File: src/xcrc_pkg.sv
// Shared types, constants and helpers of the XMODEM-CRC block receiver.
// No dependencies; every other file but xcrc_ram imports this package.
`timescale 1ns / 1ps
package xcrc_pkg;

   localparam int BLOCK_BYTES = 128;
   localparam int WORDS       = BLOCK_BYTES / 4;
   localparam int BYTE_CNT_W  = $clog2(BLOCK_BYTES);
   localparam int WORD_AW     = $clog2(WORDS);

   localparam logic [7:0] CH_C   = 8'h43;
   localparam logic [7:0] CH_SOH = 8'h01;
   localparam logic [7:0] CH_EOT = 8'h04;
   localparam logic [7:0] CH_ACK = 8'h06;
   localparam logic [7:0] CH_NAK = 8'h15;
   localparam logic [7:0] CH_CAN = 8'h18;

   localparam logic [7:0]  MAX_RETRIES_RESET = 8'd10;
   localparam logic [15:0] CRC_POLY          = 16'h1021;
   localparam logic [8:0]  CMP_SUM           = 9'h0FF;

   localparam logic [1:0] CMD_START   = 2'd0;
   localparam logic [1:0] CMD_BYTE    = 2'd1;
   localparam logic [1:0] CMD_TIMEOUT = 2'd2;
   localparam logic [1:0] CMD_QUIET   = 2'd3;

   localparam logic [2:0] ST_OK      = 3'd0;
   localparam logic [2:0] ST_CANCEL  = 3'd1;
   localparam logic [2:0] ST_TIMEOUT = 3'd2;
   localparam logic [2:0] ST_SEQ     = 3'd3;
   localparam logic [2:0] ST_RETRIES = 3'd4;

   typedef struct packed {
      logic [1:0] command;
      logic [7:0] rx_byte;
   } req_item_type;

   typedef struct packed {
      logic        tx_valid;
      logic [7:0]  tx_byte;
      logic        data_valid;
      logic [31:0] data_word;
      logic [31:0] byte_offset;
      logic        done_res;
      logic [2:0]  status;
      logic        last;
   } rsp_item_type;

   typedef enum logic [2:0] {
      JOB_ONE    = 3'b001,
      JOB_CANCEL = 3'b010,
      JOB_BLOCK  = 3'b100
   } job_kind_type;

   typedef struct packed {
      job_kind_type kind;
      logic         tx_valid;
      logic [7:0]   tx_byte;
      logic         done;
      logic [2:0]   status;
      logic [31:0]  offset;
   } job_type;

   function automatic job_type job_one(input logic txv, input logic [7:0] txb,
                                       input logic done, input logic [2:0] st,
                                       input logic [31:0] off);
      job_type j;
      j.kind     = JOB_ONE;
      j.tx_valid = txv;
      j.tx_byte  = txb;
      j.done     = done;
      j.status   = st;
      j.offset   = off;
      return j;
   endfunction

   function automatic job_type job_cancel(input logic [2:0] st);
      job_type j;
      j.kind     = JOB_CANCEL;
      j.tx_valid = 1'b1;
      j.tx_byte  = CH_CAN;
      j.done     = 1'b1;
      j.status   = st;
      j.offset   = 32'd0;
      return j;
   endfunction

   function automatic job_type job_block(input logic [31:0] off);
      job_type j;
      j.kind     = JOB_BLOCK;
      j.tx_valid = 1'b1;
      j.tx_byte  = CH_ACK;
      j.done     = 1'b0;
      j.status   = ST_OK;
      j.offset   = off;
      return j;
   endfunction

   function automatic logic [15:0] crc_byte(input logic [15:0] crc_i, input logic [7:0] b);
      logic [15:0] c;
      c = crc_i ^ {b, 8'h00};
      for (int i = 0; i < 8; i++) begin
         if (c[15]) begin
            c = {c[14:0], 1'b0} ^ CRC_POLY;
         end else begin
            c = {c[14:0], 1'b0};
         end
      end
      return c;
   endfunction

endpackage

File: src/xcrc_ram.sv
// Generic single-write, single-read RAM with registered read data.
// No dependencies.
`timescale 1ns / 1ps
module xcrc_ram #(
   parameter int WIDTH = 32,
   parameter int DEPTH = 32
) (
   input  logic                     clock,
   input  logic                     wr_en,
   input  logic [$clog2(DEPTH)-1:0] wr_addr,
   input  logic [WIDTH-1:0]         wr_data,
   input  logic [$clog2(DEPTH)-1:0] rd_addr,
   output logic [WIDTH-1:0]         rd_data
);
   logic [WIDTH-1:0] mem_ff [DEPTH];
   logic [WIDTH-1:0] rd_data_ff;

   always_ff @(posedge clock) begin
      if (wr_en) begin
         mem_ff[wr_addr] <= wr_data;
      end
      rd_data_ff <= mem_ff[rd_addr];
   end

   assign rd_data = rd_data_ff;
endmodule

File: src/xcrc_job_fifo.sv
// Two-entry job queue between the protocol front and the result sequencer.
// Depends on xcrc_pkg.
`timescale 1ns / 1ps
module xcrc_job_fifo
   import xcrc_pkg::*;
(
   input  logic    clock,
   input  logic    reset,
   input  logic    push_i,
   input  job_type data_i,
   output logic    full_o,
   input  logic    pop_i,
   output logic    valid_o,
   output job_type data_o
);
   job_type    mem_ff [2];
   logic       wr_ptr_ff, wr_ptr_in;
   logic       rd_ptr_ff, rd_ptr_in;
   logic [1:0] count_ff, count_in;
   logic       do_push, do_pop;

   assign full_o  = (count_ff == 2'd2);
   assign valid_o = (count_ff != 2'd0);
   assign data_o  = mem_ff[rd_ptr_ff];
   assign do_push = push_i && !full_o;
   assign do_pop  = pop_i && valid_o;

   always_comb begin
      wr_ptr_in = do_push ? !wr_ptr_ff : wr_ptr_ff;
      rd_ptr_in = do_pop ? !rd_ptr_ff : rd_ptr_ff;
      count_in  = count_ff + {1'b0, do_push} - {1'b0, do_pop};
   end

   always_ff @(posedge clock) begin
      if (reset) begin
         wr_ptr_ff <= 1'b0;
         rd_ptr_ff <= 1'b0;
         count_ff  <= 2'd0;
      end else begin
         wr_ptr_ff <= wr_ptr_in;
         rd_ptr_ff <= rd_ptr_in;
         count_ff  <= count_in;
      end
      if (do_push) begin
         mem_ff[wr_ptr_ff] <= data_i;
      end
   end

   count_range_a: assert property (@(posedge clock) disable iff (reset)
      count_ff != 2'd3)
      else $error("job queue count out of range");
   no_overflow_a: assert property (@(posedge clock) disable iff (reset)
      (full_o && !do_pop) |=> full_o)
      else $error("job queue lost an entry while full");
   pop_moves_a: assert property (@(posedge clock) disable iff (reset)
      (do_pop && !do_push) |=> (count_ff == $past(count_ff) - 2'd1))
      else $error("job queue count did not drop on pop");
endmodule

File: src/xcrc_front.sv
// Protocol front: classifies commands and bytes, checks block framing and CRC,
// stores block words in the RAM and queues jobs. Depends on xcrc_pkg.
`timescale 1ns / 1ps
module xcrc_front
   import xcrc_pkg::*;
(
   input  logic                  clock,
   input  logic                  reset,
   input  logic                  push,
   input  req_item_type          req_item,
   output logic                  full,
   input  logic                  csr_wr_en,
   input  logic [7:0]            csr_wr_data,
   input  logic                  q_full_i,
   output logic                  q_push_o,
   output job_type               q_data_o,
   input  logic                  blk_done_i,
   output logic                  wr_en_o,
   output logic [WORD_AW-1:0]    wr_addr_o,
   output logic [31:0]           wr_data_o
);
   typedef enum logic [10:0] {
      PH_IDLE       = 11'b000_0000_0001,
      PH_FLUSH_REQ  = 11'b000_0000_0010,
      PH_REQ_WAIT   = 11'b000_0000_0100,
      PH_BLK_NUM    = 11'b000_0000_1000,
      PH_BLK_CMP    = 11'b000_0001_0000,
      PH_DATA       = 11'b000_0010_0000,
      PH_CRC_HI     = 11'b000_0100_0000,
      PH_CRC_LO     = 11'b000_1000_0000,
      PH_WAIT_NEXT  = 11'b001_0000_0000,
      PH_FLUSH_NAK  = 11'b010_0000_0000,
      PH_RETRY_WAIT = 11'b100_0000_0000
   } phase_type;

   phase_type             phase_ff, phase_in;
   logic [BYTE_CNT_W-1:0] byte_count_ff, byte_count_in;
   logic [7:0]            block_number_ff, block_number_in;
   logic [7:0]            expected_ff, expected_in;
   logic [7:0]            retry_ff, retry_in;
   logic [7:0]            request_ff, request_in;
   logic [15:0]           crc_ff, crc_in;
   logic [7:0]            crc_high_ff, crc_high_in;
   logic [31:0]           total_ff, total_in;
   logic [7:0]            max_retries_ff, max_retries_in;
   logic                  blk_busy_ff, blk_busy_in;
   logic [23:0]           shift_ff, shift_in;

   logic       accept;
   logic [7:0] b;
   logic [7:0] req_next, retry_next;
   logic [8:0] cmp_sum;

   assign full     = q_full_i || blk_busy_ff;
   assign accept   = push && !full;
   assign b        = req_item.rx_byte;
   assign req_next = request_ff + 8'd1;
   assign retry_next = retry_ff + 8'd1;
   assign cmp_sum  = {1'b0, block_number_ff} + {1'b0, b};

   assign wr_addr_o = byte_count_ff[BYTE_CNT_W-1:2];
   assign wr_data_o = {shift_ff, b};

   always_comb begin
      phase_in        = phase_ff;
      byte_count_in   = byte_count_ff;
      block_number_in = block_number_ff;
      expected_in     = expected_ff;
      retry_in        = retry_ff;
      request_in      = request_ff;
      crc_in          = crc_ff;
      crc_high_in     = crc_high_ff;
      total_in        = total_ff;
      shift_in        = shift_ff;
      max_retries_in  = csr_wr_en ? csr_wr_data : max_retries_ff;
      blk_busy_in     = blk_done_i ? 1'b0 : blk_busy_ff;
      q_push_o        = 1'b0;
      q_data_o        = job_one(1'b0, 8'h00, 1'b0, ST_OK, 32'd0);
      wr_en_o         = 1'b0;

      if (accept) begin
         case (req_item.command)
            CMD_START: begin
               expected_in   = 8'd1;
               retry_in      = 8'd0;
               request_in    = 8'd0;
               total_in      = 32'd0;
               byte_count_in = '0;
               crc_in        = 16'd0;
               if (max_retries_ff == 8'd0) begin
                  q_push_o = 1'b1;
                  q_data_o = job_one(1'b0, 8'h00, 1'b1, ST_TIMEOUT, 32'd0);
                  phase_in = PH_IDLE;
               end else begin
                  phase_in = PH_FLUSH_REQ;
               end
            end
            CMD_QUIET: begin
               if (phase_ff == PH_FLUSH_REQ) begin
                  q_push_o = 1'b1;
                  q_data_o = job_one(1'b1, CH_C, 1'b0, ST_OK, 32'd0);
                  phase_in = PH_REQ_WAIT;
               end else if (phase_ff == PH_FLUSH_NAK) begin
                  q_push_o = 1'b1;
                  q_data_o = job_one(1'b1, CH_NAK, 1'b0, ST_OK, 32'd0);
                  phase_in = PH_RETRY_WAIT;
               end
            end
            CMD_TIMEOUT: begin
               case (phase_ff)
                  PH_REQ_WAIT: begin
                     request_in = req_next;
                     if (req_next >= max_retries_ff) begin
                        q_push_o = 1'b1;
                        q_data_o = job_one(1'b0, 8'h00, 1'b1, ST_TIMEOUT, 32'd0);
                        phase_in = PH_IDLE;
                     end else begin
                        phase_in = PH_FLUSH_REQ;
                     end
                  end
                  PH_BLK_NUM, PH_BLK_CMP, PH_DATA, PH_CRC_HI, PH_CRC_LO: begin
                     retry_in = retry_next;
                     if (retry_next >= max_retries_ff) begin
                        q_push_o = 1'b1;
                        q_data_o = job_cancel(ST_RETRIES);
                        phase_in = PH_IDLE;
                     end else begin
                        phase_in = PH_FLUSH_NAK;
                     end
                  end
                  PH_WAIT_NEXT: begin
                     q_push_o = 1'b1;
                     q_data_o = job_one(1'b0, 8'h00, 1'b1, ST_TIMEOUT, 32'd0);
                     phase_in = PH_IDLE;
                  end
                  PH_RETRY_WAIT: begin
                     phase_in = PH_BLK_NUM;
                  end
                  default: begin
                  end
               endcase
            end
            default: begin
               case (phase_ff)
                  PH_REQ_WAIT: begin
                     if (b == CH_SOH) begin
                        retry_in = 8'd0;
                        phase_in = PH_BLK_NUM;
                     end else if (b == CH_EOT) begin
                        q_push_o = 1'b1;
                        q_data_o = job_one(1'b1, CH_ACK, 1'b1, ST_OK, total_ff);
                        phase_in = PH_IDLE;
                     end else if (b == CH_CAN) begin
                        q_push_o = 1'b1;
                        q_data_o = job_one(1'b0, 8'h00, 1'b1, ST_CANCEL, 32'd0);
                        phase_in = PH_IDLE;
                     end else begin
                        request_in = req_next;
                        if (req_next >= max_retries_ff) begin
                           q_push_o = 1'b1;
                           q_data_o = job_one(1'b0, 8'h00, 1'b1, ST_TIMEOUT, 32'd0);
                           phase_in = PH_IDLE;
                        end else begin
                           phase_in = PH_FLUSH_REQ;
                        end
                     end
                  end
                  PH_BLK_NUM: begin
                     block_number_in = b;
                     phase_in        = PH_BLK_CMP;
                  end
                  PH_BLK_CMP: begin
                     if (cmp_sum != CMP_SUM) begin
                        retry_in = retry_next;
                        if (retry_next >= max_retries_ff) begin
                           q_push_o = 1'b1;
                           q_data_o = job_cancel(ST_RETRIES);
                           phase_in = PH_IDLE;
                        end else begin
                           phase_in = PH_FLUSH_NAK;
                        end
                     end else begin
                        byte_count_in = '0;
                        crc_in        = 16'd0;
                        phase_in      = PH_DATA;
                     end
                  end
                  PH_DATA: begin
                     shift_in      = {shift_ff[15:0], b};
                     wr_en_o       = (byte_count_ff[1:0] == 2'b11);
                     crc_in        = crc_byte(crc_ff, b);
                     byte_count_in = byte_count_ff + 1'b1;
                     if (byte_count_ff == BYTE_CNT_W'(BLOCK_BYTES - 1)) begin
                        phase_in = PH_CRC_HI;
                     end
                  end
                  PH_CRC_HI: begin
                     crc_high_in = b;
                     phase_in    = PH_CRC_LO;
                  end
                  PH_CRC_LO: begin
                     if ({crc_high_ff, b} != crc_ff) begin
                        retry_in = retry_next;
                        if (retry_next >= max_retries_ff) begin
                           q_push_o = 1'b1;
                           q_data_o = job_cancel(ST_RETRIES);
                           phase_in = PH_IDLE;
                        end else begin
                           phase_in = PH_FLUSH_NAK;
                        end
                     end else if (block_number_ff == expected_ff) begin
                        q_push_o    = 1'b1;
                        q_data_o    = job_block(total_ff);
                        blk_busy_in = 1'b1;
                        total_in    = total_ff + 32'(BLOCK_BYTES);
                        expected_in = expected_ff + 8'd1;
                        retry_in    = 8'd0;
                        phase_in    = PH_WAIT_NEXT;
                     end else if (block_number_ff != (expected_ff - 8'd1)) begin
                        q_push_o = 1'b1;
                        q_data_o = job_cancel(ST_SEQ);
                        phase_in = PH_IDLE;
                     end else begin
                        q_push_o = 1'b1;
                        q_data_o = job_one(1'b1, CH_ACK, 1'b0, ST_OK, 32'd0);
                        phase_in = PH_WAIT_NEXT;
                     end
                  end
                  PH_WAIT_NEXT, PH_RETRY_WAIT: begin
                     if (b == CH_SOH) begin
                        phase_in = PH_BLK_NUM;
                     end else if (b == CH_EOT) begin
                        q_push_o = 1'b1;
                        q_data_o = job_one(1'b1, CH_ACK, 1'b1, ST_OK, total_ff);
                        phase_in = PH_IDLE;
                     end else if (b == CH_CAN) begin
                        q_push_o = 1'b1;
                        q_data_o = job_one(1'b0, 8'h00, 1'b1, ST_CANCEL, 32'd0);
                        phase_in = PH_IDLE;
                     end else if (phase_ff == PH_WAIT_NEXT) begin
                        retry_in = retry_next;
                        if (retry_next >= max_retries_ff) begin
                           q_push_o = 1'b1;
                           q_data_o = job_cancel(ST_RETRIES);
                           phase_in = PH_IDLE;
                        end else begin
                           phase_in = PH_FLUSH_NAK;
                        end
                     end else begin
                        phase_in = PH_BLK_NUM;
                     end
                  end
                  default: begin
                  end
               endcase
            end
         endcase
      end
   end

   always_ff @(posedge clock) begin
      if (reset) begin
         phase_ff        <= PH_IDLE;
         byte_count_ff   <= '0;
         block_number_ff <= 8'd0;
         expected_ff     <= 8'd1;
         retry_ff        <= 8'd0;
         request_ff      <= 8'd0;
         crc_ff          <= 16'd0;
         crc_high_ff     <= 8'd0;
         total_ff        <= 32'd0;
         max_retries_ff  <= MAX_RETRIES_RESET;
         blk_busy_ff     <= 1'b0;
      end else begin
         phase_ff        <= phase_in;
         byte_count_ff   <= byte_count_in;
         block_number_ff <= block_number_in;
         expected_ff     <= expected_in;
         retry_ff        <= retry_in;
         request_ff      <= request_in;
         crc_ff          <= crc_in;
         crc_high_ff     <= crc_high_in;
         total_ff        <= total_in;
         max_retries_ff  <= max_retries_in;
         blk_busy_ff     <= blk_busy_in;
      end
      shift_ff <= shift_in;
   end

   busy_holds_a: assert property (@(posedge clock) disable iff (reset)
      (blk_busy_ff && !blk_done_i) |=> blk_busy_ff)
      else $error("block drain flag dropped early");
   block_push_sets_busy_a: assert property (@(posedge clock) disable iff (reset)
      (q_push_o && q_data_o.kind == JOB_BLOCK) |=> blk_busy_ff)
      else $error("block job queued without drain flag");
   no_write_when_busy_a: assert property (@(posedge clock) disable iff (reset)
      wr_en_o |-> !blk_busy_ff)
      else $error("block store written during drain");
endmodule

File: src/xcrc_back.sv
// Result sequencer: turns queued jobs into result transfers, reading block
// words from the RAM. Depends on xcrc_pkg.
`timescale 1ns / 1ps
module xcrc_back
   import xcrc_pkg::*;
(
   input  logic               clock,
   input  logic               reset,
   input  logic               q_valid_i,
   input  job_type            q_data_i,
   output logic               q_pop_o,
   output logic [WORD_AW-1:0] rd_addr_o,
   input  logic [31:0]        rd_data_i,
   output logic               blk_done_o,
   output logic               empty,
   output rsp_item_type       rsp_item,
   input  logic               pop
);
   typedef enum logic [4:0] {
      B_IDLE = 5'b00001,
      B_RD   = 5'b00010,
      B_WORD = 5'b00100,
      B_ACK  = 5'b01000,
      B_CAN2 = 5'b10000
   } bstate_type;

   bstate_type         state_ff, state_in;
   job_type            job_ff, job_in;
   logic [WORD_AW-1:0] addr_ff, addr_in;
   logic               out_valid_ff, out_valid_in;
   rsp_item_type       out_ff, out_in;
   logic               out_can;
   rsp_item_type       blank;

   assign empty     = !out_valid_ff;
   assign rsp_item  = out_ff;
   assign rd_addr_o = addr_ff;
   assign out_can   = !out_valid_ff || pop;
   assign blank     = '{default: '0};

   always_comb begin
      state_in     = state_ff;
      job_in       = job_ff;
      addr_in      = addr_ff;
      out_valid_in = out_valid_ff && !pop;
      out_in       = out_ff;
      q_pop_o      = 1'b0;
      blk_done_o   = 1'b0;
      case (state_ff)
         B_IDLE: begin
            if (q_valid_i && out_can) begin
               q_pop_o = 1'b1;
               job_in  = q_data_i;
               case (q_data_i.kind)
                  JOB_BLOCK: begin
                     addr_in  = '0;
                     state_in = B_RD;
                  end
                  JOB_CANCEL: begin
                     out_in          = blank;
                     out_in.tx_valid = 1'b1;
                     out_in.tx_byte  = CH_CAN;
                     out_valid_in    = 1'b1;
                     state_in        = B_CAN2;
                  end
                  default: begin
                     out_in             = blank;
                     out_in.tx_valid    = q_data_i.tx_valid;
                     out_in.tx_byte     = q_data_i.tx_byte;
                     out_in.byte_offset = q_data_i.offset;
                     out_in.done_res    = q_data_i.done;
                     out_in.status      = q_data_i.status;
                     out_in.last        = 1'b1;
                     out_valid_in       = 1'b1;
                  end
               endcase
            end
         end
         B_RD: begin
            state_in = B_WORD;
         end
         B_WORD: begin
            if (out_can) begin
               out_in             = blank;
               out_in.data_valid  = 1'b1;
               out_in.data_word   = rd_data_i;
               out_in.byte_offset = job_ff.offset + {{(30 - WORD_AW){1'b0}}, addr_ff, 2'b00};
               out_valid_in       = 1'b1;
               if (addr_ff == WORD_AW'(WORDS - 1)) begin
                  state_in = B_ACK;
               end else begin
                  addr_in  = addr_ff + 1'b1;
                  state_in = B_RD;
               end
            end
         end
         B_ACK: begin
            if (out_can) begin
               out_in          = blank;
               out_in.tx_valid = 1'b1;
               out_in.tx_byte  = CH_ACK;
               out_in.last     = 1'b1;
               out_valid_in    = 1'b1;
               blk_done_o      = 1'b1;
               state_in        = B_IDLE;
            end
         end
         B_CAN2: begin
            if (out_can) begin
               out_in          = blank;
               out_in.tx_valid = 1'b1;
               out_in.tx_byte  = CH_CAN;
               out_in.done_res = 1'b1;
               out_in.status   = job_ff.status;
               out_in.last     = 1'b1;
               out_valid_in    = 1'b1;
               state_in        = B_IDLE;
            end
         end
         default: begin
            state_in = B_IDLE;
         end
      endcase
   end

   always_ff @(posedge clock) begin
      if (reset) begin
         state_ff     <= B_IDLE;
         out_valid_ff <= 1'b0;
      end else begin
         state_ff     <= state_in;
         out_valid_ff <= out_valid_in;
      end
      job_ff  <= job_in;
      addr_ff <= addr_in;
      out_ff  <= out_in;
   end

   rd_then_word_a: assert property (@(posedge clock) disable iff (reset)
      (state_ff == B_RD) |=> (state_ff == B_WORD))
      else $error("read stage not followed by word stage");
   ack_is_block_a: assert property (@(posedge clock) disable iff (reset)
      (state_ff == B_ACK || state_ff == B_WORD) |-> (job_ff.kind == JOB_BLOCK))
      else $error("block sequence running for a non-block job");
   can2_is_cancel_a: assert property (@(posedge clock) disable iff (reset)
      (state_ff == B_CAN2) |-> (job_ff.kind == JOB_CANCEL))
      else $error("cancel sequence running for a non-cancel job");
endmodule

File: src/xmodem_crc_block_receiver_top.sv
// Top level of the XMODEM-CRC block receiver.
// Depends on xcrc_pkg, xcrc_front, xcrc_job_fifo, xcrc_ram and xcrc_back.
//
// Input queue: drive req_item and push; an item transfers when push is high
// and full is low. Commands: start, byte received, wait timeout, line quiet.
// Result queue: while empty is low, rsp_item holds the oldest result; pop
// takes it. The last flag marks the final result of one input item.
// Config: csr_wr_en with csr_wr_data writes max_retries (reset 10); write
// only while the block is idle.
// Flow: a byte or event is classified in the cycle it transfers; a single
// result passes the job queue and the result register. A good new block
// drains 32 data words and an ACK, each word read from the block RAM read
// port in a read state and a word state; full stays high until that ACK is
// loaded. Other items are accepted while the two-entry job queue has room.
// Reset: synchronous, active high; clears the protocol state, the queues and
// the result register. The block RAM holds no reset state.
// A stalled result side holds the current result; the front keeps taking
// items until the job queue fills.
`timescale 1ns / 1ps
module xmodem_crc_block_receiver_top
   import xcrc_pkg::*;
(
   input  logic         clock,
   input  logic         reset,
   input  logic         push,
   input  req_item_type req_item,
   output logic         full,
   output logic         empty,
   output rsp_item_type rsp_item,
   input  logic         pop,
   input  logic         csr_wr_en,
   input  logic [7:0]   csr_wr_data
);
   logic               q_full, q_push, q_pop, q_valid;
   job_type            q_wdata, q_rdata;
   logic               blk_done;
   logic               wr_en;
   logic [WORD_AW-1:0] wr_addr, rd_addr;
   logic [31:0]        wr_data, rd_data;

   xcrc_front u_front (
      .clock       (clock),
      .reset       (reset),
      .push        (push),
      .req_item    (req_item),
      .full        (full),
      .csr_wr_en   (csr_wr_en),
      .csr_wr_data (csr_wr_data),
      .q_full_i    (q_full),
      .q_push_o    (q_push),
      .q_data_o    (q_wdata),
      .blk_done_i  (blk_done),
      .wr_en_o     (wr_en),
      .wr_addr_o   (wr_addr),
      .wr_data_o   (wr_data)
   );

   xcrc_job_fifo u_fifo (
      .clock   (clock),
      .reset   (reset),
      .push_i  (q_push),
      .data_i  (q_wdata),
      .full_o  (q_full),
      .pop_i   (q_pop),
      .valid_o (q_valid),
      .data_o  (q_rdata)
   );

   xcrc_ram #(
      .WIDTH (32),
      .DEPTH (WORDS)
   ) u_ram (
      .clock   (clock),
      .wr_en   (wr_en),
      .wr_addr (wr_addr),
      .wr_data (wr_data),
      .rd_addr (rd_addr),
      .rd_data (rd_data)
   );

   xcrc_back u_back (
      .clock      (clock),
      .reset      (reset),
      .q_valid_i  (q_valid),
      .q_data_i   (q_rdata),
      .q_pop_o    (q_pop),
      .rd_addr_o  (rd_addr),
      .rd_data_i  (rd_data),
      .blk_done_o (blk_done),
      .empty      (empty),
      .rsp_item   (rsp_item),
      .pop        (pop)
   );
endmodule

File: config.mk
export PLATFORM = sky130hd
export DESIGN_NAME = xmodem_crc_block_receiver_top
export DESIGN_NICKNAME = d
export VERILOG_FILES = /design/src/xcrc_pkg.sv /design/src/xcrc_ram.sv /design/src/xcrc_job_fifo.sv /design/src/xcrc_front.sv /design/src/xcrc_back.sv /design/src/xmodem_crc_block_receiver_top.sv
export SDC_FILE = /design/constraint.sdc
export NUM_CORES = 2
export LEC_CHECK = 0
export ABC_AREA = 1
export ABC_CLOCK_PERIOD_IN_PS = 8950
export BUFFER_PORTS_ARGS = -buffer_cell sky130_fd_sc_hd__buf_2
export CORE_MARGIN = 4
export CORE_UTILIZATION = 25
export DETAILED_ROUTE_END_ITERATION = 6
export GPL_ROUTABILITY_DRIVEN = 0
export PLACE_DENSITY = 0.51
export SETUP_SLACK_MARGIN = 0.1
export SLEW_MARGIN = 25
export SYNTH_ARGS = -nofsm -noshare
export SYNTH_HDL_FRONTEND = slang
export SYNTH_SLANG_ARGS = --single-unit
File: constraint.sdc
create_clock -name clock -period 8.95 [get_ports clock]
set_input_delay 0.895 -clock clock [delete_from_list [all_inputs] [get_ports clock]]
set_output_delay 0.895 -clock clock [all_outputs]
set_load 0.05 [all_outputs]
# Word level (Yosys, flattened, before mapping)
# Memory sizes are Yosys's and may differ from the RTL's. A register that Yosys moved wholly into a read port is not among the register bits.
# Cells that the tools add are included.
dict set report totals {
  ff_bits 268
  ramBits 1120
  out_inout_bits 81
  word_cells 311
  memories 2
}
# name words width read_ports rd_clocked_by_memory_dff wr line_no
set mem_list {}
lappend mem_list {u_ram.mem_ff 32 32 1 1 1 xcrc_ram.sv:15} ;# logic [WIDTH-1:0] mem_ff [DEPTH];
lappend mem_list {u_fifo.mem_ff 2 48 1 1 1 xcrc_job_fifo.sv:16} ;# job_type mem_ff [2];
dict set report op_classes {
  n_addsub 11
  order_cmp 2
  eq_ne 56
  muxes 158
  bitwise 12
  n_reduce_logical 42
}
# cell count
set ops {}
lappend ops {{2-to-1 mux 48 bit} 10}
lappend ops {{2-to-1 mux 16 bit} 22}
lappend ops {{2-to-1 mux 79 bit} 4}
lappend ops {{case mux 79 bit (4 select lines)} 1}
lappend ops {{case mux 48 bit (3 select lines)} 2}
lappend ops {{case mux 48 bit (4 select lines)} 1}
lappend ops {{case mux 79 bit (2 select lines)} 1}
lappend ops {{2-to-1 mux 47 bit} 3}
lappend ops {{2-to-1 mux 8 bit} 17}
lappend ops {{2-to-1 mux 11 bit} 10}
lappend ops {{2-to-1 mux 36 bit} 3}
lappend ops {{2-to-1 mux 13 bit} 8}
lappend ops {{2-to-1 mux 32 bit} 3}
lappend ops {{case mux 11 bit (7 select lines)} 1}
lappend ops {{case mux 16 bit (2 select lines)} 2}
lappend ops {{case mux 32 bit (2 select lines)} 1}
lappend ops {{case mux 8 bit (3 select lines)} 2}
lappend ops {{2-to-1 mux 45 bit} 1}
lappend ops {{case mux 11 bit (4 select lines)} 1}
lappend ops {{2-to-1 mux 1 bit} 37}
lappend ops {{2-to-1 mux 5 bit} 7}
lappend ops {{case mux 11 bit (3 select lines)} 1}
lappend ops {{adder 32 x 7 -> 32 bit} 1}
lappend ops {{adder 32 x 8 -> 32 bit (second input constant)} 1}
lappend ops {{79 further kinds} 141}

# Depth between registers and ports, before layout
dict set report depth {
  word_depth 40
  ltp_mapped 23
  depth_no_buf 23
}

# Hierarchy
# A second synthesis with hierarchy kept.
dict set report hier_totals {
  cells_unflattened 5784
  hier_area_um2 61470.2
}
# module instances cells_per_inst area_per_inst_um2 seq_area_each_um2
set modules_own_cells {}
lappend modules_own_cells {xcrc_ram 1 3536 42405.7 31390.1}
lappend modules_own_cells {xcrc_front 1 1444 9364.0 2882.8}
lappend modules_own_cells {xcrc_back 1 617 5910.7 3693.5}
lappend modules_own_cells {xcrc_job_fifo 1 187 3789.9 2982.9}

# Least setup slack after synthesis
# Ideal clock, no wire load.
dict set report synth_path {
  path_type {input to register}
  startpoint {input port pop}
  endpoint {register u_back.out_ff, in the netlist u_back.rsp_item[0], enable pin}
  arrival_time_ns 4.883
  required_ns 8.414
  slack_ns 3.532
  stages 4
  cell_sequence {nor2_1 > nor2_1 > o22ai_1 > a21oi_1}
}
dict set report synth_between {
  elab_chain_cells 4
  word_cells_on_any_way 7
}
# item line_no
set synth_rtl {}
lappend synth_rtl {{start, declared} xmodem_crc_block_receiver_top.sv:30} ;# input logic pop,
lappend synth_rtl {{logical OR 1 bit (*)} xcrc_back.sv:38} ;# assign out_can = !out_valid_ff || pop;
lappend synth_rtl {{logical AND 1 bit} xcrc_back.sv:51} ;# if (q_valid_i && out_can) begin
lappend synth_rtl {{inequality test 2 x 1 -> 1 bit (no source line)} --}
lappend synth_rtl {{AND reduction 6 bit (no source line) (*)} --}
lappend synth_rtl {{end signal, assigned} xcrc_back.sv:136} ;# out_ff <= out_in;
lappend synth_rtl {{end, declared} xcrc_back.sv:31} ;# rsp_item_type out_ff, out_in;
# Every way passes the cells marked *; elsewhere a longest branch is shown, timed or not.
# A chain may end at the register's enable or synchronous reset.

==> reports/metrics.cfg <==
[cts]
clock-sinks = 1387
cts_tree = built
clockRootBuffer = clkbuf_16
numCtsBuffers = 149
cts_setup_buffers = 0
clk-insertion-delay-late_ps = 800
hold_buffers = 0
clkTransAtPathRegs_ps = 60
clk_path_buf_depth = 3
post_cts_resized = 0
ctsHtreeMaxLevel = 4

[grt]
antenna_found_initial = 8
gr-usage-met2 = 0.228
grt_remaining_overflow = 0
busiest_layer = met2
track_usage = 0.136
grt_max_degree = 188
grt_pass1_vias = 36300
met3_usage = 0.0212
grt_pass1_wl_um = 244000
use_met1 = 0.181

[drt]
drc = 0
drt-vias-per-instance = 4.71
drt-total-wl_um = 166000
drtPass1Iterations = 6
drtIter0Drc = 3438
vias = 37300
wl_per_cell_um = 20.9
ant_nets = 0

[timing]
fin_ws_ps = 5060
slew_violations = 0
slew_headroom = 0.306
tns_ps = 0
rsz0062_at_grt = false
skew_ps = 59.7
hold_violations = 0
post-route-min-period_ps = 3890
setup_viol = 0
timing.fmax_mhz = 257
period_share = 0.435
worst_pin_slew_ps = 1040

[yosys]
yosysWarningCount = 0
synth_ff_type = edfxtp_1
postSynth.asyncResetShare = 0
yosysSeqAreaShare = 0.703
synth-edff-count = 1236
synthDistinctLibCells = 65
synth_area_leaders = edfxtp_1, dfxtp_1, nor2_1
synth.largest_area_cell = edfxtp_1
syn_inst = 4698
synth_top_area_share = 0.650
syn-cell-area_um2 = 57100
postSynthAreaPerCell_um2 = 12.2
synth-seq-cells = 1387

[critical_path]
cp_common_cell = buf_4
reg2reg_to = u_ram.rd_data[16]$_DFF_P_
end_kind = flop
crit_slowest_cell = buf_4
critPathKind = flop to flop
reg2reg_slack_ps = 5060
r2r-start = u_back.rd_addr_o[0]$_SDFFCE_PN0P_
crit_fanout = 140
r2r_cells = 7
crit_chain = buf_4, inv_8, buf_4, o21ai_0, o22ai_1, a21oi_1, o31ai_1
slowest_delay_ps = 880
start_kind = flop
required_ps = 9540
worstPathArrival_ps = 4480

[min_path]
whs_path_depth = 3
hold_path.class = input port to flop
holdCritStartpoint = csr_wr_data[0]
whs_endpoint = u_front.max_retries_ff[0]$_SDFFE_PP0P_

[layout]
area_delta_synth_final_pct = 15.9
nets = 4853
multiInputGateArea_um2 = 15300
utilization = 0.291
nFillCells = 23200
seq_area_um2 = 40100
drive_gt1_frac = 0.105

[power]
p_leak_nw = 22.3
power_density_nw_per_um2 = 268
ir_worst_vdd_v = 0.000176

[die]
start_util = 0.251
num_rows = 175
die_h_um = 486
coreArea_um2 = 227000
pin_count = 104
die_w_um = 486
die_area_um2 = 236000

[run]
maxCapViolations = 0

[place]
numPortBuffers = 101
dpl.hpwl_um = 94900
dp_slack_ps = 4570

[status]
outcome = complete, no violations

[critical path, delay by kind of cell, from the launching register on]
family,cells,cell delay [ps]
AO/OA/AOI/OAI,4,1100
buffers and inverters,3,1820
flip-flops,1,400
[cells in the mapped netlist (33+ instances only)]
cell type	number
inv_1	218
xor2_1	51
o31ai_1	33
o221ai_1	60
nand3_1	86
ha_1	39
buf_2	40
xnor2_1	44
o22ai_1	227
clkbuf_1	179
nor3_1	42
nand2_1	482
a21oi_1	168
mux2i_1	125
o21ai_0	535
edfxtp_1	1236
nor2_1	741
nand4_1	47
dfxtp_1	151
[layout make-up]
class,instances,area share
Inverter,231,0.0135
Sequential cell,1387,0.606
Tap cell,3009,0.0569
Timing Repair Buffer,195,0.0206
Clock buffer,202,0.0610
Multi-Input combinational cell,2825,0.231
Antenna cell,2,0.0000756
Clock inverter,70,0.0104
[how the worst max path moves through the flow]
stage,endpoint,slack [ps],start,cells after the start
CTS,u_back.rsp_item[71]$_DFFE_PP_,4780,flop,9
finish,u_ram.rd_data[16]$_DFF_P_,5060,u_back.rd_addr_o[0]$_SDFFCE_PN0P_,7
global placement,u_fifo.mem_ff[0][31]$_DFFE_PP_,4260,req_item[0],16
detailed placement,u_ram.mem_ff[1][22]$_DFFE_PP_,4570,push,10
global route,u_fifo.mem_ff[0][40]$_DFFE_PP_,4820,u_front.retry_ff[0]$_SDFFE_PP0P_,19
floorplan,u_back.rsp_item[0]$_DFFE_PP_,3530,pop,4
[routing by layer]
layer,up-vias,wire length [um]
li1,17200,-
met1,18800,73100
met2,1046,79600
met3,229,8450
met4,2,4410
met5,-,13
[state kept, by name (all words and copies together) (netlist names), named ones only]
| signal | cells |
|---|---|
| u_ram.mem_ff | 1024 |
| u_fifo.mem_ff | 78 |
| u_back.rsp_item | 76 |
| u_ram.rd_data | 32 |
| u_back.job_ff | 29 |
| u_front.total_ff | 25 |
| u_front.shift_ff | 24 |
| u_front.crc_ff | 16 |
| u_front.phase_ff | 11 |
| u_front.block_number_ff | 8 |
| u_front.crc_high_ff | 8 |
| u_front.expected_ff | 8 |
| u_front.max_retries_ff | 8 |
| u_front.request_ff | 8 |
| u_front.retry_ff | 8 |
| u_front.byte_count_ff | 7 |
| u_back.rd_addr_o | 5 |
| u_back.state_ff | 5 |
| u_fifo.count_ff | 2 |
| u_back.out_valid_ff | 1 |
| u_fifo.rd_ptr_ff | 1 |
| u_fifo.wr_ptr_ff | 1 |
| u_front.blk_busy_ff | 1 |
[kinds of logic after synthesis]
family          Yosys count  share of synthesized area
mux                     125                     0.0219
fa+ha+maj                41                    0.00924
flops                  1387                      0.703
xor+xnor                 95                     0.0146
buf+inv                 489                     0.0348
other cells               1                  0.0000657
compound gates         1066                      0.106
simple gates           1494                      0.111
[stage by stage]
step	power (mW)	hold WS [ps]	instances	instance area, um^2
detailed placement	11.9	441	7637	61300
global placement	11.9	441	7631	61200
global route	18.5	336	7920	66200
floorplan	10.6	426	4701	57100
CTS	18.0	272	7909	66000
finish	17.8	341	7921	66200
[cell usage in the layout, fill, tap and decap left out, types with 44 or more instances in the layout]
cell       netlist  routed
o22ai_1        227     227
edfxtp_1      1236    1236
clkbuf_1       179      44
o21ai_0        535     535
buf_4           12      75
inv_1          218     212
mux2i_1        125     125
dfxtp_1        151     151
xor2_1          51      51
nand2_1        482     480
a21oi_1        168     167
clkbuf_16        0     151
nand4_1         47      47
nand3_1         86      86
o221ai_1        60      60
xnor2_1         44      44
nor2_1         741     706
buf_2           40     101
[report_power, final]
group          leakage [nW]  switching (mW)  internal [mW]
Combinational          7.60            3.07          0.979
Sequential             12.4           0.210           7.51
Clock                  2.29            2.62           3.37
Total                  22.3            5.90           11.9
Note: power is estimated with default switching activity, not from simulation.
